[src/rtl/cbm_pkg.sv]
// Shared types and constants of the caller blocklist matcher.
package cbm_pkg;

    localparam int TableEntries = 32;
    localparam int SlotW = $clog2(TableEntries);
    localparam int MaxDigits = 16;
    localparam int CountW = 5;

    localparam logic [2:0] KIND_ADD = 3'd0;
    localparam logic [2:0] KIND_DELETE = 3'd1;
    localparam logic [2:0] KIND_CHECK = 3'd2;
    localparam logic [2:0] KIND_FIND_ID = 3'd3;
    localparam logic [2:0] KIND_FIND_NUM = 3'd4;

    localparam logic [1:0] TYPE_CONTACT = 2'd0;
    localparam logic [1:0] TYPE_AREA = 2'd1;
    localparam logic [1:0] TYPE_PREFIX = 2'd2;
    localparam logic [1:0] TYPE_NUMBER = 2'd3;

    localparam logic [2:0] ST_OK = 3'd0;
    localparam logic [2:0] ST_INVALID = 3'd1;
    localparam logic [2:0] ST_DUPLICATE = 3'd2;
    localparam logic [2:0] ST_FULL = 3'd3;
    localparam logic [2:0] ST_NOT_FOUND = 3'd4;

    // Controller to datapath
    typedef struct packed {
        logic load;      // capture the input item
        logic scan_rst;  // reset scan index and search flags
        logic scan_step; // evaluate current slot, advance index
        logic commit;    // apply table change and build result
    } cbm_cmd_t;

    // Datapath to controller
    typedef struct packed {
        logic scan_last; // current slot is the last one
        logic hit;       // current slot ends the search
    } cbm_stat_t;

    // Mask of the first n digits, top nibble first
    function automatic logic [63:0] digit_mask(input logic [CountW-1:0] n);
        logic [63:0] m;
        m = '0;
        for (int k = 0; k < MaxDigits; k++) begin
            if (k < int'(n)) begin
                m[63-4*k -: 4] = 4'hf;
            end
        end
        return m;
    endfunction

endpackage

[src/rtl/caller_blocklist_matcher_core.sv]
// Top level of the caller blocklist matcher.
// Holds 32 blocked entries (contact id, area code, prefix or full number in BCD) and
// serves one operation at a time: add, delete, check caller, find by id, find by number.
// The item is captured at the accepting edge; its result follows a scan of up to 32
// slots, one per cycle through a single compare unit (a check or find stops at the first
// matching slot, an add at the first duplicate), and then the commit state. The result
// then waits for out_ready, and the next item is taken in the cycle after the result
// leaves, so a new item is never accepted while one is still in progress.
// list_version counts table changes modulo 16.
module caller_blocklist_matcher_core (
    input  logic               clk,
    input  logic               rst_n,
    input  logic               in_valid,
    output logic               in_ready,
    input  logic [2:0]         kind,
    input  logic [1:0]         entry_type,
    input  logic signed [31:0] contact_id,
    input  logic [63:0]        number_digits,
    input  logic [4:0]         digit_count,
    input  logic [4:0]         entry_slot,
    output logic               out_valid,
    input  logic               out_ready,
    output logic [2:0]         status,
    output logic               blocked,
    output logic [4:0]         found_slot,
    output logic [3:0]         list_version
);

    cbm_pkg::cbm_cmd_t  cmd;
    cbm_pkg::cbm_stat_t stat;

    cbm_ctrl u_ctrl (
        .clk       (clk),
        .rst_n     (rst_n),
        .in_valid  (in_valid),
        .in_ready  (in_ready),
        .out_valid (out_valid),
        .out_ready (out_ready),
        .stat      (stat),
        .cmd       (cmd)
    );

    cbm_datapath u_dp (
        .clk           (clk),
        .rst_n         (rst_n),
        .cmd           (cmd),
        .stat          (stat),
        .kind          (kind),
        .entry_type    (entry_type),
        .contact_id    (contact_id),
        .number_digits (number_digits),
        .digit_count   (digit_count),
        .entry_slot    (entry_slot),
        .status        (status),
        .blocked       (blocked),
        .found_slot    (found_slot),
        .list_version  (list_version)
    );

endmodule

[src/rtl/cbm_ctrl.sv]
// Sequencing controller of the caller blocklist matcher.
module cbm_ctrl (
    input  logic               clk,
    input  logic               rst_n,
    input  logic               in_valid,
    output logic               in_ready,
    output logic               out_valid,
    input  logic               out_ready,
    input  cbm_pkg::cbm_stat_t stat,
    output cbm_pkg::cbm_cmd_t  cmd
);

    typedef enum logic [3:0] {
        S_IDLE   = 4'b0001,
        S_SCAN   = 4'b0010,
        S_COMMIT = 4'b0100,
        S_OUT    = 4'b1000
    } state_t;

    state_t state_reg, state_next;

    assign in_ready  = (state_reg == S_IDLE);
    assign out_valid = (state_reg == S_OUT);

    // Sequence: load, scan the table, commit, present result
    always_comb
    begin
        state_next = state_reg;
        cmd = '0;
        case (state_reg)
            S_IDLE:
            begin
                if (in_valid) begin
                    cmd.load = 1'b1;
                    cmd.scan_rst = 1'b1;
                    state_next = S_SCAN;
                end
            end
            S_SCAN:
            begin
                cmd.scan_step = 1'b1;
                if (stat.hit || stat.scan_last) begin
                    state_next = S_COMMIT;
                end
            end
            S_COMMIT:
            begin
                cmd.commit = 1'b1;
                state_next = S_OUT;
            end
            S_OUT:
            begin
                if (out_ready) begin
                    state_next = S_IDLE;
                end
            end
            default:
            begin
                state_next = S_IDLE;
            end
        endcase
    end

    always_ff @(posedge clk or negedge rst_n)
    begin
        if (!rst_n) begin
            state_reg <= S_IDLE;
        end else begin
            state_reg <= state_next;
        end
    end

    a_onehot: assert property (@(posedge clk) disable iff (!rst_n) $onehot(state_reg))
        else $error("state not one-hot");
    a_commit_once: assert property (@(posedge clk) disable iff (!rst_n)
        cmd.commit |=> out_valid) else $error("commit not followed by result");
    a_out_hold: assert property (@(posedge clk) disable iff (!rst_n)
        out_valid && !out_ready |=> out_valid) else $error("result dropped");

endmodule

[src/rtl/cbm_datapath.sv]
// Table storage, slot scan and result registers of the caller blocklist matcher.
module cbm_datapath (
    input  logic                      clk,
    input  logic                      rst_n,
    input  cbm_pkg::cbm_cmd_t         cmd,
    output cbm_pkg::cbm_stat_t        stat,
    input  logic [2:0]                kind,
    input  logic [1:0]                entry_type,
    input  logic signed [31:0]        contact_id,
    input  logic [63:0]               number_digits,
    input  logic [4:0]                digit_count,
    input  logic [4:0]                entry_slot,
    output logic [2:0]                status,
    output logic                      blocked,
    output logic [4:0]                found_slot,
    output logic [3:0]                list_version
);

    localparam int SW = cbm_pkg::SlotW;
    localparam int CW = cbm_pkg::CountW;

    // Table storage
    logic [cbm_pkg::TableEntries-1:0] valid_reg;
    logic [1:0]  type_mem   [cbm_pkg::TableEntries];
    logic [31:0] contact_mem[cbm_pkg::TableEntries];
    logic [63:0] digits_mem [cbm_pkg::TableEntries];
    logic [CW-1:0] length_mem[cbm_pkg::TableEntries];

    // Captured item
    logic [2:0]    kind_reg;
    logic [1:0]    type_reg;
    logic [31:0]   cid_reg;
    logic [63:0]   dig_reg;
    logic [CW-1:0] len_reg;
    logic [4:0]    slot_reg;
    // Caller digits after dropping a leading 1
    logic [63:0]   cdig_reg;
    logic [CW-1:0] clen_reg;

    logic [SW-1:0] idx_reg;
    logic          hit_reg;
    logic [SW-1:0] hit_idx_reg;
    logic          free_reg;
    logic [SW-1:0] free_idx_reg;
    logic [3:0]    ver_reg;
    logic [2:0]    status_reg;
    logic          blocked_reg;
    logic [4:0]    found_reg;

    // Clamp and mask the incoming digits
    logic [CW-1:0] in_len;
    logic [63:0]   in_dig;
    always_comb
    begin
        in_len = (digit_count > CW'(cbm_pkg::MaxDigits)) ? CW'(cbm_pkg::MaxDigits) : digit_count;
        in_dig = number_digits & cbm_pkg::digit_mask(in_len);
    end

    // Current slot read
    logic          s_valid;
    logic [1:0]    s_type;
    logic [31:0]   s_cid;
    logic [63:0]   s_dig;
    logic [CW-1:0] s_len;
    logic [63:0]   t_dig;
    logic [CW-1:0] t_len;
    logic          exact_eq;
    logic          pfx_hit;
    logic          num_hit;
    logic          slot_hit;
    logic          add_ok;

    assign add_ok = (len_reg != '0) && !(type_reg == cbm_pkg::TYPE_CONTACT && cid_reg == '0);

    always_comb
    begin
        s_valid = valid_reg[idx_reg];
        s_type  = type_mem[idx_reg];
        s_cid   = contact_mem[idx_reg];
        s_dig   = digits_mem[idx_reg];
        s_len   = length_mem[idx_reg];
        // drop one leading 1 from the stored entry
        if (s_len != '0 && s_dig[63:60] == 4'd1) begin
            t_dig = {s_dig[59:0], 4'd0};
            t_len = s_len - CW'(1);
        end else begin
            t_dig = s_dig;
            t_len = s_len;
        end
        exact_eq = (s_len == len_reg) && (s_dig == dig_reg);
        pfx_hit  = (clen_reg >= t_len) &&
                   (((cdig_reg ^ t_dig) & cbm_pkg::digit_mask(t_len)) == '0);
        num_hit  = (clen_reg == t_len) &&
                   (((cdig_reg ^ t_dig) & cbm_pkg::digit_mask(t_len)) == '0);
        slot_hit = 1'b0;
        case (kind_reg)
            cbm_pkg::KIND_ADD:
            begin
                slot_hit = add_ok && s_valid && s_type == type_reg &&
                    ((type_reg == cbm_pkg::TYPE_CONTACT) ? (s_cid == cid_reg) : exact_eq);
            end
            cbm_pkg::KIND_CHECK:
            begin
                if (s_type == cbm_pkg::TYPE_CONTACT) begin
                    slot_hit = s_valid && (s_cid == cid_reg);
                end else if (s_type == cbm_pkg::TYPE_NUMBER) begin
                    slot_hit = s_valid && num_hit;
                end else begin
                    slot_hit = s_valid && pfx_hit;
                end
            end
            cbm_pkg::KIND_FIND_ID:
            begin
                slot_hit = (cid_reg != '0) && s_valid &&
                    s_type == cbm_pkg::TYPE_CONTACT && s_cid == cid_reg;
            end
            cbm_pkg::KIND_FIND_NUM:
            begin
                slot_hit = (len_reg != '0) && s_valid && exact_eq;
            end
            default:
            begin
                slot_hit = 1'b0;
            end
        endcase
        stat.hit = slot_hit;
        stat.scan_last = (idx_reg == SW'(cbm_pkg::TableEntries - 1));
    end

    // Capture item and run the scan
    always_ff @(posedge clk)
    begin
        if (cmd.load) begin
            kind_reg <= kind;
            type_reg <= entry_type;
            cid_reg  <= contact_id;
            dig_reg  <= in_dig;
            len_reg  <= in_len;
            slot_reg <= entry_slot;
            if (in_len != '0 && in_dig[63:60] == 4'd1) begin
                cdig_reg <= {in_dig[59:0], 4'd0};
                clen_reg <= in_len - CW'(1);
            end else begin
                cdig_reg <= in_dig;
                clen_reg <= in_len;
            end
        end
        if (cmd.scan_rst) begin
            idx_reg <= '0;
            hit_reg <= 1'b0;
            free_reg <= 1'b0;
        end else if (cmd.scan_step) begin
            idx_reg <= idx_reg + SW'(1);
            if (slot_hit) begin
                hit_reg <= 1'b1;
                hit_idx_reg <= idx_reg;
            end
            if (!s_valid && !free_reg) begin
                free_reg <= 1'b1;
                free_idx_reg <= idx_reg;
            end
        end
    end

    // Table entry write on a successful add
    logic do_add;
    logic do_del;
    assign do_add = cmd.commit && kind_reg == cbm_pkg::KIND_ADD && add_ok && !hit_reg && free_reg;
    assign do_del = cmd.commit && kind_reg == cbm_pkg::KIND_DELETE && valid_reg[slot_reg[SW-1:0]];

    always_ff @(posedge clk)
    begin
        if (do_add) begin
            type_mem[free_idx_reg]    <= type_reg;
            contact_mem[free_idx_reg] <= cid_reg;
            digits_mem[free_idx_reg]  <= dig_reg;
            length_mem[free_idx_reg]  <= len_reg;
        end
    end

    // Build result, update valid bits and version
    always_ff @(posedge clk or negedge rst_n)
    begin
        if (!rst_n) begin
            valid_reg <= '0;
            ver_reg <= '0;
        end else begin
            if (do_add) begin
                valid_reg[free_idx_reg] <= 1'b1;
            end
            if (do_del) begin
                valid_reg[slot_reg[SW-1:0]] <= 1'b0;
            end
            if (do_add || do_del) begin
                ver_reg <= ver_reg + 4'd1;
            end
        end
    end

    always_ff @(posedge clk)
    begin
        if (cmd.commit) begin
            blocked_reg <= 1'b0;
            found_reg <= '0;
            case (kind_reg)
                cbm_pkg::KIND_ADD:
                begin
                    if (!add_ok) begin
                        status_reg <= cbm_pkg::ST_INVALID;
                    end else if (hit_reg) begin
                        status_reg <= cbm_pkg::ST_DUPLICATE;
                    end else if (!free_reg) begin
                        status_reg <= cbm_pkg::ST_FULL;
                    end else begin
                        status_reg <= cbm_pkg::ST_OK;
                        found_reg <= 5'(free_idx_reg);
                    end
                end
                cbm_pkg::KIND_DELETE:
                begin
                    status_reg <= do_del ? cbm_pkg::ST_OK : cbm_pkg::ST_NOT_FOUND;
                end
                cbm_pkg::KIND_CHECK:
                begin
                    status_reg <= cbm_pkg::ST_OK;
                    blocked_reg <= hit_reg;
                    found_reg <= hit_reg ? 5'(hit_idx_reg) : 5'd0;
                end
                cbm_pkg::KIND_FIND_ID, cbm_pkg::KIND_FIND_NUM:
                begin
                    if ((kind_reg == cbm_pkg::KIND_FIND_ID) ? (cid_reg == '0) : (len_reg == '0)) begin
                        status_reg <= cbm_pkg::ST_INVALID;
                    end else if (hit_reg) begin
                        status_reg <= cbm_pkg::ST_OK;
                        found_reg <= 5'(hit_idx_reg);
                    end else begin
                        status_reg <= cbm_pkg::ST_NOT_FOUND;
                    end
                end
                default:
                begin
                    status_reg <= cbm_pkg::ST_INVALID;
                end
            endcase
        end
    end

    assign status = status_reg;
    assign blocked = blocked_reg;
    assign found_slot = found_reg;
    assign list_version = ver_reg;

    a_add_del: assert property (@(posedge clk) disable iff (!rst_n) !(do_add && do_del))
        else $error("add and delete together");
    a_ver_step: assert property (@(posedge clk) disable iff (!rst_n)
        (do_add || do_del) |=> list_version == $past(list_version) + 4'd1)
        else $error("version not raised");
    a_add_sets: assert property (@(posedge clk) disable iff (!rst_n)
        do_add |=> valid_reg[$past(free_idx_reg)]) else $error("added slot not valid");

endmodule
[config.mk]
export PLATFORM = sky130hd
export DESIGN_NAME = caller_blocklist_matcher_core
export DESIGN_NICKNAME = d
export VERILOG_FILES = /design/src/rtl/cbm_pkg.sv /design/src/rtl/caller_blocklist_matcher_core.sv /design/src/rtl/cbm_ctrl.sv /design/src/rtl/cbm_datapath.sv
export SDC_FILE = /design/constraint.sdc
export NUM_CORES = 2
export LEC_CHECK = 0
export BUFFER_PORTS_ARGS = -buffer_cell sky130_fd_sc_hd__buf_4
export CAP_MARGIN = 20
export CORE_UTILIZATION = 50
export CTS_CLUSTER_SIZE = 12
export DETAILED_ROUTE_END_ITERATION = 16
export PLACE_DENSITY = 0.73
export SYNTH_ARGS = -nofsm -noshare
export SYNTH_HDL_FRONTEND = slang
export SYNTH_SLANG_ARGS = --single-unit
[constraint.sdc]
create_clock -name clk -period 8.49 [get_ports clk]
set_input_delay 1.2735 -clock clk [delete_from_list [all_inputs] [get_ports clk]]
set_output_delay 1.2735 -clock clk [all_outputs]
set_load 0.03 [all_outputs]
-- Yosys cells after proc, flatten, opt, wreduce, memory -nomap -nowiden
Memories as Yosys holds them, arrays and structs flattened. A register that Yosys moved wholly into a read port is not among the register bits.
Index checks and enable logic that the tools add are counted.
- flip-flop bits (word level): 246
- RAM bits: 3296
- input bits: 115
- output and inout bits: 15
- word-level logic and storage cells: 226
- memories: 4
- memory list (name ; depth ; width ; read ports ; clocked after memory_dff ; write ports ; RTL line ; text):
    u_dp.digits_mem ; 32 ; 64 ; 1 ; 1 ; 1 ; cbm_datapath.sv:26 ; logic [63:0] digits_mem [cbm_pkg::TableEntries];
    u_dp.contact_mem ; 32 ; 32 ; 1 ; 1 ; 1 ; cbm_datapath.sv:25 ; logic [31:0] contact_mem[cbm_pkg::TableEntries];
    u_dp.length_mem ; 32 ; 5 ; 1 ; 1 ; 1 ; cbm_datapath.sv:27 ; logic [CW-1:0] length_mem[cbm_pkg::TableEntries];
    u_dp.type_mem ; 32 ; 2 ; 1 ; 1 ; 1 ; cbm_datapath.sv:24 ; logic [1:0] type_mem [cbm_pkg::TableEntries];
- add/subtract/negate cells: 4
- magnitude comparators: 39
- equality and inequality tests: 20
- multiplexer cells: 83
- bitwise operators: 7
- reductions and logical operators: 49
- operators with widths (operator ; count):
    4-bit two-way mux ; 35
    64-bit bitwise AND ; 2
    64-bit two-way mux ; 2
    4-bit by 5-bit < comparator with 1-bit output, first input constant ; 16
    5-bit two-way mux ; 16
    64-bit equality test ; 1
    64-bit zero test ; 1
    32-bit two-way mux ; 2
    64-bit XOR ; 1
    3-bit by 5-bit < comparator with 1-bit output, first input constant ; 8
    32-bit bitwise AND ; 1
    32-bit equality test ; 1
    32-bit zero test ; 1
    32-bit inverter ; 1
    32-bit bitwise OR ; 1
    32-bit nonzero test ; 1
    1-bit logical AND ; 27
    1-bit by 5-bit < comparator with 1-bit output, first input constant ; 4
    2-bit by 5-bit < comparator with 1-bit output, first input constant ; 4
    5-bit by 6-bit < comparator with 1-bit output, second input constant ; 3
    4-bit one-hot mux with 4 select lines ; 1
    3-bit two-way mux ; 5
    5-bit one-hot mux with 3 select lines ; 1
    5-bit nonzero test ; 3
    34 further kinds ; 64

-- Logic depth before layout (Yosys ltp)
- depth after elaboration: 15
- depth in mapped cells: 27
- depth with buffers taken out: 19

-- Hierarchy
A second synthesis with hierarchy kept.
- cells, all modules: 6365
- area total of the unflattened synthesis: 140040.6 um^2
- by module, submodules not included (module ; instances ; cells an instance ; area each (um^2) ; seq. area each (um^2)):
    cbm_datapath ; 1 ; 6349 ; 139829.1 ; 106091.8
    cbm_ctrl ; 1 ; 16 ; 211.5 ; 101.3

-- Worst setup path after synthesis
Ideal clock, no wire load.
- path type: reg-to-reg
- start: register u_dp.len_reg[0]
- end: register u_dp.valid_reg[22] (netlist name)
- setup time: 0.083 ns
- arrival: 7.533 ns
- data required time: 8.407 ns
- setup slack: 0.874 ns
- stages on the path, launching flop included: 11
- buffers on the path: 0
- clock period less this slack: 7.616 ns
- cells stage by stage: edfxtp_1 > or4_1 > nor2_1 > or2_2 > a2111o_1 > nor3b_1 > nand2_1 > nor2_1 > nand3_1 > nor2_1 > o22a_1
- word-level cells in the longest chain between the ends: 8
- ends and longest elaborated chain (what ; RTL line ; text):
    start, declared ; cbm_datapath.sv:34 ; logic [CW-1:0] len_reg;
    start signal, assigned ; cbm_datapath.sv:138 ; len_reg <= in_len;
    5-bit nonzero test (*) ; cbm_datapath.sv:73 ; assign add_ok = (len_reg != '0) && !(type_reg == cbm_pkg::TYPE_CONTACT && cid_reg == '0);
    1-bit logical AND (*) ; cbm_datapath.sv:73 ;
    1-bit logical AND (*) (3 in a row) ; cbm_datapath.sv:168 ; assign do_add = cmd.commit && kind_reg == cbm_pkg::KIND_ADD && add_ok && !hit_reg && free_reg;
    32-bit two-way mux (*) ; cbm_datapath.sv:188 ; if (do_add) begin
    32-bit bitwise AND (no source line) ; -- ;
    32-bit two-way mux (*) ; cbm_datapath.sv:191 ; if (do_del) begin
    end signal, assigned ; cbm_datapath.sv:185 ; valid_reg <= '0;
    end signal, assigned by index ; cbm_datapath.sv:189 ; valid_reg[free_idx_reg] <= 1'b1;
    end signal, assigned by index ; cbm_datapath.sv:192 ; valid_reg[slot_reg[SW-1:0]] <= 1'b0;
    end, declared ; cbm_datapath.sv:23 ; logic [cbm_pkg::TableEntries-1:0] valid_reg;
Mark *: on every way between the ends. The rest lies on a longest branch, timed or not.
A chain may end at the register's enable or synchronous reset.

==> results.py <==
metrics = {
    "clock_network": {
        "clock_sink_count": 3547,
        "post_cts_buffers": 0,
        "cts_root_buf": "clkbuf_16",
        "postCtsHoldBufs": 0,
        "cts_resized": 0,
        "clk_latency_ps": 890,
        "ctsLongestPathBuffers": 4,
        "cts_tree": "yes",
        "cts_max_level": 5,
        "cts_buffers": 354,
        "clk_pin_slew_ps": 60,
    },
    "logic_synthesis": {
        "ys.flop_type": "edfxtp_1",
        "synthCells": 6426,
        "synth-seq-cells": 3547,
        "synthArstFlopShare": 0.0113,
        "synth_edf_count": 3495,
        "synth_area_um2": 139000,
        "ys_warn_count": 0,
        "synth-seq-area-share": 0.762,
        "synth_nets": 6550,
        "synth_cell_type_count": 89,
        "syn_area_per_cell_um2": 21.7,
    },
    "layout": {
        "area_growth_pct": 11.4,
        "reg.largest.list": "u_dp.digits_mem (2048), u_dp.contact_mem (1024), u_dp.length_mem (160)",
        "largest-register": "u_dp.digits_mem",
        "multi_input_area_um2": 31300,
        "fill_cells": 19915,
        "drive_gt1_frac": 0.238,
        "largest_register_ffs": 2048,
        "final-seq-area_um2": 106000,
        "fin_nets": 6906,
        "utilization": 0.561,
    },
    "floorplanning": {
        "die_h_um": 530,
        "initial_utilization": 0.504,
        "coreArea_um2": 277000,
        "dieArea_um2": 281000,
        "pin_count": 130,
        "placementRows": 193,
        "fp.dieW_um": 530,
    },
    "power": {
        "power_density_nw_per_um2": 272,
        "power_leakage_nw": 47.3,
        "ir_drop_uv": 259,
        "internal-power_mw": 31.2,
        "seq_power_share": 0.502,
        "p_sw_frac": 0.262,
        "power.share.clock": 0.331,
        "pwr-share-comb": 0.167,
        "power_mw": 42.3,
        "p_switching_mw": 11.1,
    },
    "detailed_routing": {
        "dr.pass1.iters": 9,
        "vias": 71465,
        "drc": 0,
        "totalWireLength_um": 380000,
        "wire_per_inst_um": 35.7,
        "viasPerCell": 6.71,
        "drt_iter0_markers": 11793,
        "postRouteAntennaNets": 0,
    },
    "grt": {
        "gr-total-overflow": 0,
        "track_usage": 0.269,
        "antenna_found_initial": 5,
        "grt_max_degree": 145,
        "grt_pass1_wl_um": 530000,
        "first_global_vias": 70295,
    },
    "sta": {
        "fmax_mhz": 141,
        "min_period_over_period": 0.835,
        "final_hold_viol_count": 0,
        "clock_skew_ps": 38.9,
        "setup_viol": 0,
        "worst_pin_slew_ps": 1240,
        "max_slew_margin": 0.169,
        "fin_crit_ps": 7090,
        "report.final.slew_viol_count": 0,
        "rsz0062_at_grt": "no",
        "fin_setup_tns_ps": 0,
    },
    "placement": {
        "place_hpwl_um": 195000,
        "io_buffers": 129,
        "routabilityCongestion": 0.894,
    },
    "critical_path": {
        "end_kind": "register",
        "arrival_ps": 7620,
        "r2r_slack_ps": 1400,
        "cp.required_ps": 9020,
        "crit_type": "register to register",
        "cp-start-kind": "register",
        "rr_endpoint": "u_dp.hit_idx_reg[1]",
        "worst-r2r-cell-count": 14,
        "path_max_fanout": 89,
    },
    "run": {
        "max-cap-violations": 0,
    },
    "hold_path": {
        "hold_path_class": "input pin to async pin",
    },
    "status": {
        "status": "complete, no violations",
    },
}
-- area by class of cell --
| cell class | instances | area share |
|---|---|---|
| Tap cell | 3705 | 0.0299 |
| Sequential cell | 3547 | 0.684 |
| Multi-Input combinational cell | 2523 | 0.201 |
| Clock buffer | 456 | 0.0607 |
| Inverter | 30 | 0.000774 |
| Antenna cell | 3 | 0.0000483 |
| Timing Repair Buffer | 326 | 0.0204 |
| Clock inverter | 67 | 0.00281 |
-- power by group through the flow --
stage / clock network [mW] / logic, mW / registers [mW]
2_1_floorplan: 0 / 5.01 / 21.4
3_3_place_gp: 0 / 6.78 / 21.5
3_5_place_dp: 0 / 6.88 / 21.6
4_1_cts: 14.1 / 6.93 / 21.2
5_1_grt: 14.7 / 7.38 / 21.2
6_report: 14.0 / 7.06 / 21.2
-- per-stage QoR --
step           hold slack, ps  instances  cell area, um2  worst slack, ps
3_3_place_gp              469      10120          145000             1240
4_1_cts                   352      10644          155000             1170
2_1_floorplan             450       6426          139000              874
6_report                  371      10657          155000             1400
3_5_place_dp              488      10121          145000             1260
5_1_grt                   391      10657          155000             1050
-- worst max-delay path: stages (launching register included) --
cell,delay [ps]
dfxtp_4,610
buf_12,580
buf_12,520
buf_4,520
mux4_2,630
mux4_2,500
mux2i_1,520
xnor2_1,130
nor4_1,950
nand4_1,280
a211oi_1,240
nand3_1,90
o21ai_0,140
a41oi_2,210
nor2_1,510
-- routing by layer --
| layer | track usage | part of all wire | up-vias |
|---|---|---|---|
| met5 | 0 | 0.000026 | - |
| met2 | 0.430 | 0.48 | 5266 |
| met3 | 0.0487 | 0.11 | 823 |
| met4 | 0.112 | 0.045 | 2 |
| li1 | - | - | 27608 |
| met1 | 0.367 | 0.36 | 37766 |
-- kinds of logic after synthesis --
group,Yosys count,share of synthesized area
buf+inv,356,0.0157
simple gates,625,0.0238
flops,3547,0.762
xor+xnor,157,0.00987
compound gates,491,0.0252
mux,1241,0.163
fa+ha+maj,9,0.000808
-- cell usage in the layout (no fill, tap or decap), drive strengths merged, types with 46 or more instances in the layout --
| master | n |
|---|---|
| nor2b | 75 |
| buf | 326 |
| edfxtp | 3495 |
| a21oi | 51 |
| o22ai | 57 |
| xnor2 | 83 |
| mux4 | 809 |
| nand3 | 56 |
| nor2 | 107 |
| clkinv | 55 |
| mux2 | 46 |
| xor2 | 74 |
| and2 | 64 |
| clkbuf | 456 |
| nand2 | 149 |
| mux2i | 386 |
| o21ai | 72 |
| a22oi | 135 |
-- Yosys cell counts, drive strengths merged (20+ instances only) --
library cell / instances / area share
nor4: 38 / 0.0019
and2: 64 / 0.0029
mux2i: 386 / 0.028
nor2: 107 / 0.0030
a221oi: 27 / 0.0017
xnor2: 83 / 0.0052
o22ai: 57 / 0.0026
xor2: 74 / 0.0047
nor2b: 75 / 0.0034
clkbuf: 63 / 0.0017
nand3: 56 / 0.0020
inv: 30 / 0.00081
nand2: 149 / 0.0040
buf: 263 / 0.013
nand4: 40 / 0.0018
dfrtp: 39 / 0.0070
edfxtp: 3495 / 0.75
mux2: 46 / 0.0037
mux4: 809 / 0.13
a21oi: 51 / 0.0018
a22oi: 135 / 0.0073
o21ai: 72 / 0.0026
o211ai: 20 / 0.0011
o22a: 34 / 0.0021
-- worst max-delay path by stage --
stage / cells past startpoint / endpoint
6_report: 14 / u_dp.hit_idx_reg[1]
5_1_grt: 14 / u_dp.hit_idx_reg[4]
4_1_cts: 12 / u_dp.hit_idx_reg[4]
3_5_place_dp: 12 / u_dp.hit_idx_reg[4]
3_3_place_gp: 15 / u_dp.hit_idx_reg[0]
2_1_floorplan: 10 / u_dp.valid_reg[22]
Note: power is estimated with default switching activity, not from simulation.
